<file path="src/design/u8to16_pkg.sv">
// Shared types, constants and helpers for the UTF-8 to UTF-16BE stream transcoder.
`default_nettype none

package u8to16_pkg;

    // Longest source string the length counter is sized for.
    localparam int MAX_IN_BYTES = 65536;

    // Output length counter saturates here.
    localparam logic [17:0] CNT_LIMIT =
        ((2 * MAX_IN_BYTES) > 'h3FFFF) ? 18'h3FFFF : 18'(2 * MAX_IN_BYTES);

    // Job queue between front and back.
    localparam int Q_DEPTH = 4;
    localparam int Q_AW    = $clog2(Q_DEPTH);

    // Code point limits and surrogate bases.
    localparam logic [20:0] CP_MAX   = 21'h10FFFF;
    localparam logic [20:0] CP_SUPP  = 21'h010000;
    localparam logic [20:0] CH_QMARK = 21'h00003F;
    localparam logic [15:0] SURR_HI  = 16'hD800;
    localparam logic [15:0] SURR_LO  = 16'hDC00;
    localparam logic [9:0]  SURR_MSK = 10'h3FF;

    // Lead byte boundaries.
    localparam logic [7:0] LEAD_TWO_MIN   = 8'h80;
    localparam logic [7:0] LEAD_THREE_MIN = 8'hE0;
    localparam logic [7:0] LEAD_FOUR_MIN  = 8'hF0;
    localparam logic [7:0] LEAD_BAD_MIN   = 8'hF8;

    // Results per job: up to four code bytes and two terminator bytes.
    localparam logic [2:0] N_BMP  = 3'd2;
    localparam logic [2:0] N_PAIR = 3'd4;
    localparam logic [2:0] N_TERM = 3'd2;

    typedef enum logic [2:0] {
        LEAD_ASCII,
        LEAD_TWO,
        LEAD_THREE,
        LEAD_FOUR,
        LEAD_BAD
    } t_lead;

    // One unit of work for the back end: zero, one or two UTF-16 words,
    // optionally followed by the terminator.
    typedef struct packed {
        logic        have;
        logic        is_pair;
        logic [15:0] w0;
        logic [15:0] w1;
        logic        last;
    } t_job;

    function automatic t_lead classify(input logic [7:0] b);
        t_lead k;
        priority if (b < LEAD_TWO_MIN)   k = LEAD_ASCII;
        else if     (b < LEAD_THREE_MIN) k = LEAD_TWO;
        else if     (b < LEAD_FOUR_MIN)  k = LEAD_THREE;
        else if     (b < LEAD_BAD_MIN)   k = LEAD_FOUR;
        else                             k = LEAD_BAD;
        return k;
    endfunction

endpackage

`default_nettype wire

</file>
<file path="src/design/u8to16_front.sv">
// Front end: accepts UTF-8 bytes, gathers code points and posts UTF-16 jobs.
`default_nettype none

module u8to16_front
    import u8to16_pkg::*;
(
    input  wire logic       i_clk,
    input  wire logic       i_rst_n,
    input  wire logic       i_valid,
    output logic            o_ready,
    input  wire logic [7:0] i_byte,
    input  wire logic       i_last,
    input  wire logic       i_q_full,
    output logic            o_push,
    output t_job            o_job
);

    logic [20:0] r_acc;
    logic [1:0]  r_left;
    logic [20:0] n_acc;
    logic [1:0]  n_left;
    logic        have;
    logic [20:0] cp;
    logic [20:0] cp_ok;
    logic [20:0] cp_off;
    logic        accept;

    assign o_ready = !i_q_full;
    assign accept  = i_valid && o_ready;

    always_comb begin
        n_acc  = r_acc;
        n_left = r_left;
        have   = 1'b0;
        cp     = '0;
        if (r_left == 2'd0) begin
            unique case (classify(i_byte))
                LEAD_ASCII: begin
                    cp   = {13'b0, i_byte};
                    have = 1'b1;
                end
                LEAD_TWO: begin
                    n_acc  = {16'b0, i_byte[4:0]};
                    n_left = 2'd1;
                end
                LEAD_THREE: begin
                    n_acc  = {17'b0, i_byte[3:0]};
                    n_left = 2'd2;
                end
                LEAD_FOUR: begin
                    n_acc  = {18'b0, i_byte[2:0]};
                    n_left = 2'd3;
                end
                default: begin
                    cp   = CH_QMARK;
                    have = 1'b1;
                end
            endcase
        end else begin
            n_acc  = {r_acc[14:0], i_byte[5:0]};
            n_left = r_left - 2'd1;
            if (n_left == 2'd0) begin
                cp   = n_acc;
                have = 1'b1;
            end
        end
        // truncated sequence at end of string: missing bytes read as zero
        if (i_last && n_left != 2'd0) begin
            have = 1'b1;
            unique case (n_left)
                2'd1:    cp = {n_acc[14:0], 6'b0};
                2'd2:    cp = {n_acc[8:0], 12'b0};
                2'd3:    cp = {n_acc[2:0], 18'b0};
                default: cp = n_acc;
            endcase
        end
    end

    always_comb begin
        cp_ok  = (cp > CP_MAX) ? CH_QMARK : cp;
        cp_off = cp_ok - CP_SUPP;
        o_job.have    = have;
        o_job.is_pair = (cp_ok >= CP_SUPP);
        o_job.w0      = o_job.is_pair ? (SURR_HI + {6'b0, cp_off[19:10]}) : cp_ok[15:0];
        o_job.w1      = SURR_LO | {6'b0, cp_ok[9:0] & SURR_MSK};
        o_job.last    = i_last;
        o_push        = accept && (have || i_last);
    end

    always_ff @(posedge i_clk) begin
        if (!i_rst_n) begin
            r_acc  <= '0;
            r_left <= '0;
        end else if (accept) begin
            if (i_last) begin
                r_acc  <= '0;
                r_left <= '0;
            end else begin
                r_acc  <= n_acc;
                r_left <= n_left;
            end
        end
    end

endmodule

`default_nettype wire

</file>
<file path="src/design/u8to16_queue.sv">
// Short job queue decoupling the front end from the back end.
`default_nettype none

module u8to16_queue
    import u8to16_pkg::*;
(
    input  wire logic i_clk,
    input  wire logic i_rst_n,
    input  wire logic i_push,
    input  wire t_job i_job,
    output logic      o_full,
    output logic      o_valid,
    input  wire logic i_pop,
    output t_job      o_job
);

    t_job            r_mem [Q_DEPTH];
    logic [Q_AW-1:0] r_wr;
    logic [Q_AW-1:0] r_rd;
    logic [Q_AW:0]   r_cnt;

    assign o_full  = (r_cnt == (Q_AW+1)'(Q_DEPTH));
    assign o_valid = (r_cnt != '0);
    assign o_job   = r_mem[r_rd];

    always_ff @(posedge i_clk) begin
        if (i_push) begin
            r_mem[r_wr] <= i_job;
        end
    end

    always_ff @(posedge i_clk) begin
        if (!i_rst_n) begin
            r_wr  <= '0;
            r_rd  <= '0;
            r_cnt <= '0;
        end else begin
            if (i_push) begin
                r_wr <= r_wr + 1'b1;
            end
            if (i_pop) begin
                r_rd <= r_rd + 1'b1;
            end
            r_cnt <= r_cnt + (Q_AW+1)'(i_push) - (Q_AW+1)'(i_pop);
        end
    end

`ifndef SYNTH
    a_no_overflow: assert property (@(posedge i_clk) disable iff (!i_rst_n)
        !(i_push && o_full && !i_pop))
        else $error("job queue overflow");
    a_no_underflow: assert property (@(posedge i_clk) disable iff (!i_rst_n)
        i_pop |-> o_valid)
        else $error("job queue underflow");
`endif

endmodule

`default_nettype wire

</file>
<file path="src/design/u8to16_back.sv">
// Back end: serialises jobs into UTF-16BE bytes and tracks the output length.
`default_nettype none

module u8to16_back
    import u8to16_pkg::*;
(
    input  wire logic        i_clk,
    input  wire logic        i_rst_n,
    input  wire logic        i_job_valid,
    input  wire t_job        i_job,
    output logic             o_pop,
    output logic             o_valid,
    input  wire logic        i_ready,
    output logic [7:0]       o_byte,
    output logic             o_run_end,
    output logic             o_term,
    output logic [17:0]      o_len
);

    logic [2:0]  r_idx;
    logic [17:0] r_cnt;
    logic        r_valid;
    logic [7:0]  r_byte;
    logic        r_run_end;
    logic        r_term;
    logic [17:0] r_len;

    logic [2:0]  n_code;
    logic [2:0]  n_total;
    logic        load;
    logic        is_term;
    logic        is_end;
    logic [7:0]  cur_byte;
    logic [17:0] n_cnt;

    always_comb begin
        n_code  = i_job.have ? (i_job.is_pair ? N_PAIR : N_BMP) : 3'd0;
        n_total = n_code + (i_job.last ? N_TERM : 3'd0);
        is_term = (r_idx >= n_code);
        is_end  = (r_idx == n_total - 3'd1);
        unique case (r_idx[1:0])
            2'd0:    cur_byte = i_job.w0[15:8];
            2'd1:    cur_byte = i_job.w0[7:0];
            2'd2:    cur_byte = i_job.w1[15:8];
            default: cur_byte = i_job.w1[7:0];
        endcase
        if (is_term) begin
            cur_byte = 8'h00;
        end
        n_cnt = (!is_term && r_cnt < CNT_LIMIT) ? r_cnt + 18'd1 : r_cnt;
        load  = i_job_valid && (!r_valid || i_ready);
        o_pop = load && is_end;
    end

    always_ff @(posedge i_clk) begin
        if (load) begin
            r_byte    <= cur_byte;
            r_run_end <= is_end;
            r_term    <= is_term;
            r_len     <= n_cnt;
        end
    end

    always_ff @(posedge i_clk) begin
        if (!i_rst_n) begin
            r_valid <= 1'b0;
            r_idx   <= '0;
            r_cnt   <= '0;
        end else begin
            if (load) begin
                r_valid <= 1'b1;
            end else if (i_ready) begin
                r_valid <= 1'b0;
            end
            if (load) begin
                r_idx <= is_end ? 3'd0 : r_idx + 3'd1;
                // second terminator byte closes the string
                r_cnt <= (is_end && is_term) ? 18'd0 : n_cnt;
            end
        end
    end

    assign o_valid   = r_valid;
    assign o_byte    = r_byte;
    assign o_run_end = r_run_end;
    assign o_term    = r_term;
    assign o_len     = r_len;

`ifndef SYNTH
    a_cnt_sat: assert property (@(posedge i_clk) disable iff (!i_rst_n)
        r_cnt <= CNT_LIMIT)
        else $error("length counter beyond limit");
    a_term_zero: assert property (@(posedge i_clk) disable iff (!i_rst_n)
        (r_valid && r_term) |-> (r_byte == 8'h00))
        else $error("terminator byte not zero");
    a_idx_range: assert property (@(posedge i_clk) disable iff (!i_rst_n)
        i_job_valid |-> (r_idx < n_total))
        else $error("byte index past job end");
`endif

endmodule

`default_nettype wire

</file>
<file path="src/design/utf8_to_utf16be_stream.sv">
// Top level of the UTF-8 to UTF-16BE stream transcoder.
//
// Input stream s_axis: one UTF-8 byte per item in tdata, tlast on the final
// byte of a string. Output stream m_axis: one UTF-16BE byte per item;
// tdata[7:0] is the byte, tdata[25:8] the running output length of the string
// (terminator excluded, saturating), tuser flags the two trailing zero bytes,
// tlast marks the last output item caused by a given input byte.
// Lead bytes are classified in the front end, which posts at most one job per
// input item into a four-entry queue; the back end turns each job into 0, 2 or
// 4 code bytes plus 2 terminator bytes on the final input, one per cycle
// while the receiver is ready. An accepted input byte's job is written into
// the queue, and from there its first byte goes to the back end's output
// register. The back end's single output byte per cycle sets the pace; an
// input byte causes 0 to 6 output items. The front end takes a byte every
// cycle while the queue has room, so bytes inside a multi-byte sequence
// overlap with output of earlier characters.
// Reset (synchronous, active low) clears the decoder, queue, length counter
// and output valid. A stalled receiver holds the output register; the queue
// then fills and s_axis_tready drops until space frees up.
`default_nettype none

module utf8_to_utf16be_stream
    import u8to16_pkg::*;
(
    input  wire logic        i_clk,
    input  wire logic        i_rst_n,
    input  wire logic        s_axis_tvalid,
    output logic             s_axis_tready,
    input  wire logic [7:0]  s_axis_tdata,   // [7:0] data_byte
    input  wire logic        s_axis_tlast,   // last_byte
    output logic             m_axis_tvalid,
    input  wire logic        m_axis_tready,
    output logic [31:0]      m_axis_tdata,   // [7:0] out_byte, [25:8] total_length, zero pad
    output logic             m_axis_tlast,   // run_end
    output logic             m_axis_tuser    // is_terminator
);

    logic  q_full;
    logic  push;
    t_job  job_in;
    logic  q_valid;
    logic  pop;
    t_job  job_out;
    logic [7:0]  out_byte;
    logic [17:0] out_len;

    u8to16_front u_front (
        .i_clk    (i_clk),
        .i_rst_n  (i_rst_n),
        .i_valid  (s_axis_tvalid),
        .o_ready  (s_axis_tready),
        .i_byte   (s_axis_tdata),
        .i_last   (s_axis_tlast),
        .i_q_full (q_full),
        .o_push   (push),
        .o_job    (job_in)
    );

    u8to16_queue u_queue (
        .i_clk   (i_clk),
        .i_rst_n (i_rst_n),
        .i_push  (push),
        .i_job   (job_in),
        .o_full  (q_full),
        .o_valid (q_valid),
        .i_pop   (pop),
        .o_job   (job_out)
    );

    u8to16_back u_back (
        .i_clk       (i_clk),
        .i_rst_n     (i_rst_n),
        .i_job_valid (q_valid),
        .i_job       (job_out),
        .o_pop       (pop),
        .o_valid     (m_axis_tvalid),
        .i_ready     (m_axis_tready),
        .o_byte      (out_byte),
        .o_run_end   (m_axis_tlast),
        .o_term      (m_axis_tuser),
        .o_len       (out_len)
    );

    assign m_axis_tdata = {6'b0, out_len, out_byte};

endmodule

`default_nettype wire

</file>
<file path="config.mk">
export PLATFORM = sky130hd
export DESIGN_NAME = utf8_to_utf16be_stream
export DESIGN_NICKNAME = d
export VERILOG_FILES = /design/src/design/u8to16_pkg.sv /design/src/design/u8to16_front.sv /design/src/design/u8to16_queue.sv /design/src/design/u8to16_back.sv /design/src/design/utf8_to_utf16be_stream.sv
export SDC_FILE = /design/constraint.sdc
export NUM_CORES = 1
export LEC_CHECK = 0
export BUFFER_PORTS_ARGS = -buffer_cell sky130_fd_sc_hd__buf_2
export CAP_MARGIN = 20
export CORE_ASPECT_RATIO = 1.5
export CORE_MARGIN = 4
export CORE_UTILIZATION = 31
export CTS_BUF_LIST = sky130_fd_sc_hd__clkbuf_8
export CTS_CLUSTER_SIZE = 25
export DETAILED_ROUTE_END_ITERATION = 12
export PLACE_DENSITY = 0.47
export SLEW_MARGIN = 0
export SYNTH_ARGS = -nofsm -noshare
export SYNTH_HDL_FRONTEND = slang
export SYNTH_HIERARCHICAL = 1
export SYNTH_SLANG_ARGS = --single-unit
</file>
<file path="constraint.sdc">
create_clock -name i_clk -period 4.6 [get_ports i_clk]
set_input_delay 0 -clock i_clk [delete_from_list [all_inputs] [get_ports i_clk]]
set_output_delay 0 -clock i_clk [all_outputs]
set_load 0.005 [all_outputs]
</file>
==> results of run 1 <==
[metrics by stage]
| stage | std cells | utilization (%) | setup WS, ps | area (um^2) | hold WS [ps] |
|---|---|---|---|---|---|
| after floorplan | 792 | - | 779 | 10500 | 122 |
| after global placement | 1224 | 33.2 | 798 | 11100 | 339 |
| after detailed placement | 1224 | 33.2 | 614 | 11100 | 350 |
| after CTS | 1291 | 35.3 | 568 | 11800 | 3.16 |
| after global routing | 1291 | 35.3 | 240 | 11800 | 46.1 |
| final | 1291 | 35.3 | 555 | 11800 | 59.4 |
[area by class of cell]
class,count,area [um^2],share of cell area [%]
Tap cell,420,526,4.46
Sequential cell,217,6030,51.2
Multi-Input combinational cell,491,4000,34.0
Clock inverter,25,136,1.16
Timing Repair Buffer,73,468,3.98
Inverter,28,105,0.893
Clock buffer,37,509,4.33
[worst max-delay path, cell delays in order, from the launching register on]
cell and delay (ps):
dfxtp_1 330, inv_1 80, ha_1 290, buf_4 230
and4b_1 240, nor2_2 80, a221o_1 440, nand2_1 300
a32oi_1 120, a21oi_1 220, ha_1 190, o2111ai_1 140
nor4b_2 400, a31oi_4 250, a211oi_1 480
[registers in the layout, summed over array words and instances (netlist names), named ones only]
signal,cells
u_queue/r_mem,140
u_front/r_acc,16
u_back/o_valid,1
u_back/r_idx,3
u_back/r_cnt,18
u_back/o_term,1
u_back/o_len,18
u_front/r_left,2
u_back/o_byte,8
u_back/o_run_end,1
u_queue/r_rd,2
u_queue/r_cnt,3
u_queue/r_wr,2
[metal layers]
layer | part of all wire (%) | up-vias
met5 | 0 | -
met4 | 3.8 | 0
met3 | 3.8 | 57
met2 | 54 | 175
met1 | 38 | 3375
li1 | - | 3136
[cells in the mapped netlist (all sizes together) (6+ instances only)]
master  instances
buf            36
clkbuf         20
nor2           42
and3            7
a22oi          21
nand4          11
a21oi          44
a222oi          9
nor2b          27
edfxtp        168
nand2b          9
and2           13
inv            26
mux4           35
o22ai           6
ha             18
nand3          20
a31oi          17
xnor2          16
a41oi           6
o21ai          14
dfxtp          49
mux2i           8
nor3            6
nand2          59
[where the power goes]
part | switching (mW) | leakage [nW] | internal, mW
Sequential | 0.0824 | 1.97 | 2.48
Combinational | 0.801 | 1.77 | 0.472
Clock | 0.744 | 0.362 | 0.804
Total | 1.63 | 4.10 | 3.75
[repair_timing]
item / CTS / global route
endpoints found under the hold margin: 14 / 0
hold buffers: 5 / 0
setup buffers: 0 / 0
[path summary, 6_finish.rpt]
path,endpoint,slack (ps),depth (start not counted),startpoint
max,u_queue/r_mem[3][23]$_DFFE_PP_,550,14,u_front/r_left[1]$_SDFFE_PN0P_
min,u_queue/r_mem[1][22]$_DFFE_PP_,60,2,s_axis_tdata[5]
max reg2reg,u_queue/r_mem[3][23]$_DFFE_PP_,550,14,u_front/r_left[1]$_SDFFE_PN0P_
min reg2reg,u_back/r_cnt[13]$_SDFFE_PN0P_,500,1,u_back/r_cnt[13]$_SDFFE_PN0P_
[cell families (layout without fill, tap and decap cells)]
logic type	count (synthesis)	count (layout)
other cells	3	12
fa+ha+maj	21	21
xor+xnor	21	21
compound gates	170	170
simple gates	219	219
buf+inv	84	163
flops	217	217
mux	48	48
==> impl_metrics.csv, run 1 <==
group,metric,value,unit
synth,ys.flop_type,"edfxtp_1",
floorplan,die_x,158,um
final_layout,drive_gt1_share,21.8,%
clock_tree,cts_tree,"built",
synth,synth_compound_area_share,12.5,%
final_layout,layout.nets,879,
clock_tree,cts_made_buffers,36,
global_routing,grt_overflow_total,0,
synth,ys_seq_elements,217,
synth,async_flop_share,0,%
timing,hold_viol_final,0,
synth,ys_warn_count,6,
synth,synth_top_family_by_area,"compound AO/OA/AOI/OAI gates",
timing,max_freq,247,MHz
floorplan,num_rows,82,
pwr,total_power,5.38,mW
timing,fin_tns_setup,0,ps
synth,yosysTopAreaCell,"edfxtp_1",
placement,place_congestion,0.875,
detailed_routing,drtAntennaViolNets,0,
global_routing,gr-max-usage-layer,"met2",
timing,fin_skew,22.3,ps
placement,dp_hpwl,17600,um
clock_tree,cts_buffer_depth,3,
floorplan,die-area,0.0368,mm^2
global_routing,grt_use_met2,25.8,%
critical_path,worstPathArrival,4320,ps
floorplan,io_pins,49,
global_routing,grt_pass1_wl,39500,um
pwr,ir_drop,0.000154,V
clock_tree,cts_sinks,217,
detailed_routing,wl_per_cell,19.7,um
final_layout,diodes,0,
clock_tree,clkTransAtPathRegs,60,ps
final_layout,final_cell_mix,"168 x edfxtp_1, 59 x nand2_1, 48 x dfxtp_1, 43 x a21oi_1, 42 x buf_2",
synth,synth.area.top_cells,"edfxtp_1 48%, dfxtp_1 9.4%, mux4_2 6.5%",
timing,worst_slew_margin_rel,30.9,%
synth,synth-xor-area-share,1.90,%
timing,tightest_slew,1030,ps
synth,synth-edff-count,168,
clock_tree,cts_resized,0,
pwr,power_density,457,mW/mm^2
detailed_routing,viasPerCell,5.22,
pwr,leakage,4.10,nW
placement,port_buffers,42,
floorplan,start_util,31.4,%
detailed_routing,drt_wl_total,25400,um
detailed_routing,dr_total_vias,6743,
critical_path,crit_fanout,12,
final_layout,area_delta_synth_final,12.4,%
outcome,status,"finished clean",
synth,ys_seq_area_share,57.5,%
timing,rsz0062_at_grt,"false",
clock_tree,cts-root-buf,"clkbuf_8",
synth,synth_mux_area_share,9.01,%
global_routing,grt_use_met1,15.3,%
floorplan,core,0.0333,mm^2
synth,synth.distinct_cells,93,
timing,timing.final.crit_share,87.9,%
detailed_routing,initialDrtViolationCount,410,
floorplan,die_h,233,um
run,max_cap_violations,0,
synth,netlist.area_leader.share,48.2,%
synth,yosys.area_share.simple,11.8,%
synth,synthesis.area,0.0105,mm^2
critical_path,startpoint_type,"register",
critical_path,cp.required,4870,ps
clock_tree,worstSkewPairLatency,540,ps
global_routing,grt_max_degree,36,
critical_path,critPathCaptureType,"register",
timing,final-setup-viol-count,0,
timing,period_needed,4050,ps
global_routing,grtUsageMet3,2.32,%
global_routing,globalRouteTotalUtil,13.9,%
worst_hold_path,hold_class,"primary input to register",
detailed_routing,drc,0,
global_routing,antenna_found_initial,0,
final_layout,final_common_cell,"edfxtp_1",
synth,synth_fa_ha_area_share,2.56,%
synth,synth_area_per_cell,13.4,um^2
detailed_routing,drt-pass1-iter-count,7,
clock_tree,h-tree-depth,2,
critical_path,crit_type,"register to register",
global_routing,first_global_vias,6927,
timing,slew_viol_final,0,
final_layout,fill_cells,3271,
synth,netlist_instances,783,
(Power assumes the default switching activity.)
==> run 2, diff against run 1 <==
Settings changed: CORE_UTILIZATION 31 to 52, PLACE_DENSITY 0.47 to 0.7.
==> run 2 against run 1 <==
Clock skew about the same. Maximum frequency down 3.0%. Global-route usage up 8.5 points. First-iteration DRC count up 19%. Clock power up 22%. Clock-buffer cell count unchanged. Largest cell class unchanged. Critical path depth down 1. Final area down 1.5%. Sequential share of layout area up 0.77 points.
==> impl_metrics.csv, run 2 (synthesis gave the netlist of run 1 again) <==
group,metric,value,unit
timing,max_freq,240,MHz
clock_tree,cts_made_buffers,34,
final_layout,fin_util,58.6,%
timing,period_needed,4170,ps
placement,dp_hpwl,17300,um
run,max_cap_violations,0,
critical_path,cp_top_family,"compound AO/OA/AOI/OAI gates",
clock_tree,cts_sinks,217,
critical_path,critPathMaxStageDelay,450,ps
detailed_routing,drtAntennaViolNets,0,
final_layout,final_cell_mix,"168 x edfxtp_1, 58 x nand2_1, 47 x dfxtp_1, 43 x a21oi_1, 42 x buf_2",
outcome,status,"finished clean",
timing,tightest_slew,949,ps
final_layout,drive_gt1_share,21.8,%
global_routing,grt_max_degree,36,
global_routing,antenna_found_initial,0,
clock_tree,clkTransAtPathRegs,70,ps
clock_tree,cts_tree,"built",
detailed_routing,wl_per_cell,22.0,um
global_routing,globalRouteTotalUtil,22.4,%
placement,dp_slack,231,ps
critical_path,crit_buf_inv,2,
critical_path,worstPathArrival,4400,ps
floorplan,io_pins,49,
pwr,total_power,5.71,mW
critical_path,cpMaxStageDelayCell,"dfxtp_2",
timing,rsz0062_at_grt,"false",
placement,place_congestion,0.886,
timing,fin_tns_setup,0,ps
critical_path,crit_fanout,12,
pwr,power_density,493,mW/mm^2
clock_tree,worstSkewPairLatency,510,ps
timing,worst_slew_margin_rel,36.4,%
worst_hold_path,hold_class,"primary input to register",
critical_path,crit_type,"register to register",
clock_tree,cts_buffer_depth,3,
clock_tree,cts_setup_buffers,0,
critical_path,critPathCaptureType,"register",
floorplan,die_x,124,um
timing,fin_skew,21.8,ps
pwr,power_frac_comb,22.0,%
final_layout,area_delta_synth_final,10.8,%
floorplan,core,0.0198,mm^2
pwr,leakage,4.08,nW
detailed_routing,drc,0,
timing,hold_slack,38.3,ps
timing,timing.final.crit_share,90.6,%
final_layout,layout.nets,862,
final_layout,fill_cells,1576,
timing,slew_viol_final,0,
floorplan,die_h,182,um
global_routing,grt_pass1_wl,38500,um
pwr,switching_share,28.5,%
final_layout,final_common_cell,"edfxtp_1",
clock_tree,h-tree-depth,2,
final_layout,largest_reg_flops,140,
pwr,p_int,4.08,mW
placement,port_buffers,42,
critical_path,cp.required,4830,ps
detailed_routing,initialDrtViolationCount,488,
global_routing,grt_overflow_total,0,
floorplan,start_util,52.9,%
detailed_routing,drt-pass1-iter-count,5,
floorplan,num_rows,63,
detailed_routing,viasPerCell,6.04,
timing,worst_slack,432,ps
final_layout,diodes,0,
pwr,ir_drop,0.000278,V
pwr,p_seq_share,45.0,%
pwr,power_frac_clock,33.0,%
timing,final-setup-viol-count,0,
global_routing,first_global_vias,6878,
critical_path,startpoint_type,"register",
clock_tree,cts-root-buf,"clkbuf_8",
timing,hold_viol_final,0,
pwr,p_sw,1.63,mW
critical_path,cp_cell_sequence,"inv_1 > ha_1 > inv_1 > nand2_1 > a221o_1 > a21oi_4 > nand2_1 > a21oi_1 > ha_1 > o2111ai_1 > nor4b_2 > a31oi_4 > mux2_2",
floorplan,die-area,0.0225,mm^2
detailed_routing,dr_total_vias,6733,
final_layout,largest-register,"u_queue/r_mem",
detailed_routing,drt_wl_total,24500,um
[run 2: cell types whose count changed in the layout (fill, tap and decap cells not counted), sizes merged]
| cell | previous run | this run |
|---|---|---|
| clkinv | 14 | 10 |
| buf | 68 | 57 |
| clkinvlp | 2 | 3 |
| dlygate4sd3 | 5 | 1 |
| bufinv | 1 | 7 |
| inv | 36 | 32 |
[run 2: tightest hold or removal path, cell delays in order]
cell	delay, ps
buf_2	70
nand2_1	40
buf_4	210
nand2_1	90
a21boi_0	60
[run 2: cell type report]
class | count | area, um^2 | area share (%)
clock buffers | 37 | 509 | 4.39
clock inverters | 24 | 295 | 2.55
inverters | 28 | 105 | 0.906
multi-input cells | 491 | 4000 | 34.5
flip-flops and latches | 217 | 6030 | 52.0
well taps | 260 | 325 | 2.80
repair buffers | 58 | 333 | 2.87
[run 2: metal layers]
metal / track usage [%] / routed length [um] / vias to the layer above
met5: 0 / 0 / -
met1: 25.1 / 8850 / 3349
met3: 3.05 / 1120 / 56
li1: - / - / 3107
met2: 41.6 / 13600 / 221
met4: 9.22 / 895 / 0
[run 2: power by group through the flow]
| stage | Sequential (mW) | Clock [mW] | Combinational, mW |
|---|---|---|---|
| floorplan | 2.61 | 0 | 0.862 |
| global placement | 2.60 | 0 | 1.23 |
| detailed placement | 2.62 | 0 | 1.26 |
| CTS | 2.58 | 1.93 | 1.26 |
| global route | 2.60 | 2.03 | 1.39 |
| finish | 2.57 | 1.89 | 1.26 |
[run 2: timing repair]
item,in CTS,in global routing
resized for setup,0,3
setup endpoints to repair,0,26
hold endpoints to repair,1,0
hold buffers,1,0
[run 2: final timing paths]
check,to,depth (start not counted),slack (ps),from
max reg2reg,u_queue/r_mem[2][25]$_DFFE_PP_,13,430,u_front/r_left[0]$_SDFFE_PN0P_
max,u_queue/r_mem[2][25]$_DFFE_PP_,13,430,u_front/r_left[0]$_SDFFE_PN0P_
min reg2reg,u_front/r_acc[10]$_SDFFE_PN0P_,2,510,u_front/r_acc[10]$_SDFFE_PN0P_
min,u_front/r_acc[10]$_SDFFE_PN0P_,5,40,s_axis_tvalid
[run 2: stage by stage]
step,cell area (um^2),std cells
after floorplan,10500,792
after global placement,10800,1052
after detailed placement,10800,1052
after CTS,11600,1114
after global routing,11600,1115
final,11600,1115
==> run 3, diff against run 2 <==
Settings changed: PLACE_DENSITY 0.7 to 0.72.
Clock period 4.6 ns to 3.3 ns, I/O delays scaled along.
==> run 3 against run 2 <==
The run now ends with negative setup slack left. Clock-buffer cell count is the same. Highest routed layer unchanged. Die area is the same. Critical path depth grew 1. Sequential power grew 39%. Power grew 39%. Routed wire length grew 1.2%. Via count grew 6.1%. Sequential share of layout area shrank 3.6 points. Cell count grew 7.5%.
==> impl_metrics.csv, run 3 (synthesis gave the netlist of run 1 again) <==
group,metric,value,unit
outcome,status,"complete, but fails checks",
outcome,violations,"negative setup slack",
floorplan,start_util,52.9,%
global_routing,grt_max_degree,36,
final_layout,fill_cells,1504,
timing,rsz0062_at_grt,"true",
final_layout,diodes,0,
floorplan,die_x,124,um
detailed_routing,dr_wl_met3,1160,um
clock_tree,worstSkewPairLatency,500,ps
timing,max_freq,297,MHz
timing,worst_slew_margin_rel,50.1,%
timing,period_needed,3370,ps
pwr,power_density,636,mW/mm^2
final_layout,largest-register,"u_queue/r_mem",
detailed_routing,wl_per_cell,20.7,um
clock_tree,cts_tree,"built",
final_layout,final_common_cell,"edfxtp_1",
detailed_routing,top_layer,"met4",
detailed_routing,met1_length,8750,um
worst_hold_path,min_path_cells,5,
global_routing,antenna_found_initial,0,
pwr,leakage,4.53,nW
timing,timing.final.crit_share,102,%
clock_tree,cts_made_buffers,34,
critical_path,rr_worst_depth,14,
pwr,total_power,7.93,mW
final_layout,layout.nets,946,
clock_tree,cts_sinks,217,
critical_path,critPathCaptureType,"register",
global_routing,globalRouteTotalUtil,22.5,%
final_layout,fin_area,0.0125,mm^2
pwr,ir_drop,0.000304,V
floorplan,core,0.0198,mm^2
critical_path,worstPathArrival,3610,ps
detailed_routing,drt_wl_total,24800,um
timing,final-setup-viol-count,9,
detailed_routing,viasPerCell,5.96,
detailed_routing,dr_total_vias,7146,
detailed_routing,wl_met2,13500,um
global_routing,grt_pass1_wl,39200,um
worst_hold_path,hold_class,"primary input to register",
final_layout,largest_reg_flops,140,
floorplan,die-area,0.0225,mm^2
global_routing,first_global_vias,7445,
detailed_routing,drc,0,
timing,tightest_slew,749,ps
detailed_routing,initialDrtViolationCount,651,
final_layout,drive_gt1_share,31.3,%
critical_path,startpoint_type,"register",
final_layout,area_delta_synth_final,19.1,%
critical_path,crit_type,"register to register",
timing,worst_slack,-66.7,ps
timing,fin_skew,19.4,ps
timing,slew_viol_final,0,
final_layout,final_cell_mix,"168 x edfxtp_1, 90 x buf_4, 56 x nand2_1, 46 x dfxtp_1, 42 x buf_2",
clock_tree,cts-root-buf,"clkbuf_8",
detailed_routing,drtAntennaViolNets,0,
clock_tree,clkTransAtPathRegs,70,ps
critical_path,cp.required,3540,ps
detailed_routing,drt-pass1-iter-count,7,
clock_tree,cts_buffer_depth,3,
critical_path,crit_fanout,6,
placement,dp_hpwl,17800,um
placement,place_congestion,0.938,
placement,place_area,0.0114,mm^2
clock_tree,h-tree-depth,2,
floorplan,io_pins,49,
floorplan,num_rows,63,
placement,port_buffers,42,
timing,hold_viol_final,0,
run,max_cap_violations,0,
global_routing,grt_overflow_total,0,
floorplan,die_h,182,um
placement,dp_slack,-145,ps
==> run 3: changes by cell type in the layout (fill, tap and decap cells not counted), sizes merged <==
| cell | change |
|---|---|
| clkinv | +2 |
| dlygate4sd3 | +1 |
| inv | +5 |
| clkinvlp | -3 |
| a31oi | +1 |
| buf | +82 |
| bufinv | -4 |
==> run 3: metrics by stage <==
stage / hold slack [ps] / utilization (%) / cells / TNS [ps]
2_1_floorplan: 122 / - / 792 / -1470
3_3_place_gp: 326 / 57.9 / 1123 / 0
3_5_place_dp: 334 / 57.9 / 1123 / -2810
4_1_cts: 13.9 / 62.2 / 1194 / -721
5_1_grt: 57.9 / 63.0 / 1199 / -5350
6_report: 32.0 / 63.0 / 1199 / -385
==> run 3: worst max-delay path: stages (launching register included) <==
cell and delay, ps:
dfxtp_4 370, inv_4 40, ha_4 180, and4b_2 260, or2_2 350, o221ai_4 190, o22ai_2 130, a22o_1 190
nand2_1 120, ha_4 170, o2111ai_4 110, nor4b_4 300, buf_4 180, a31oi_4 140, mux2_4 370
==> run 3: routing by layer <==
metal / vias up / track usage, %
met5: - / 0
met4: 0 / 11.7
met3: 80 / 3.12
met2: 261 / 40.6
met1: 3528 / 25.1
li1: 3277 / -
==> run 3: area by class of cell <==
class	count	area, um^2	area share (%)
clock inverter	24	186	1.49
sequential	217	6030	48.4
inverter	28	110	0.883
multi-input combinational	492	4290	34.4
tap	260	325	2.61
timing repair buffer	141	1020	8.18
clock buffer	37	509	4.08
==> run 3: power breakdown <==
| group | total [mW] | leakage (nW) | internal (mW) | switching [mW] |
|---|---|---|---|---|
| Clock | 2.30 | 0.388 | 1.28 | 1.03 |
| Sequential | 3.58 | 1.97 | 3.45 | 0.128 |
| Combinational | 2.04 | 2.17 | 0.853 | 1.19 |
==> run 3: path summary, 6_finish.rpt <==
| path | start | endpoint | slack [ps] |
|---|---|---|---|
| max reg2reg | u_front/r_left[0]$_SDFFE_PN0P_ | u_queue/r_mem[2][25]$_DFFE_PP_ | -70 |
| min | s_axis_tvalid | u_front/r_acc[10]$_SDFFE_PN0P_ | 30 |
| min reg2reg | u_back/r_cnt[13]$_SDFFE_PN0P_ | u_back/r_cnt[13]$_SDFFE_PN0P_ | 510 |
| max | u_front/r_left[0]$_SDFFE_PN0P_ | u_queue/r_mem[2][25]$_DFFE_PP_ | -70 |
==> run 3: repair_timing <==
item | in CTS | in global routing
hold endpoints to repair | 5 | 0
gates cloned | 1 | 0
pin swaps | 12 | 7
hold buffers | 2 | 0
setup endpoints to repair | 45 | 71
setup buffers | 7 | 5
gates resized for setup | 19 | 20
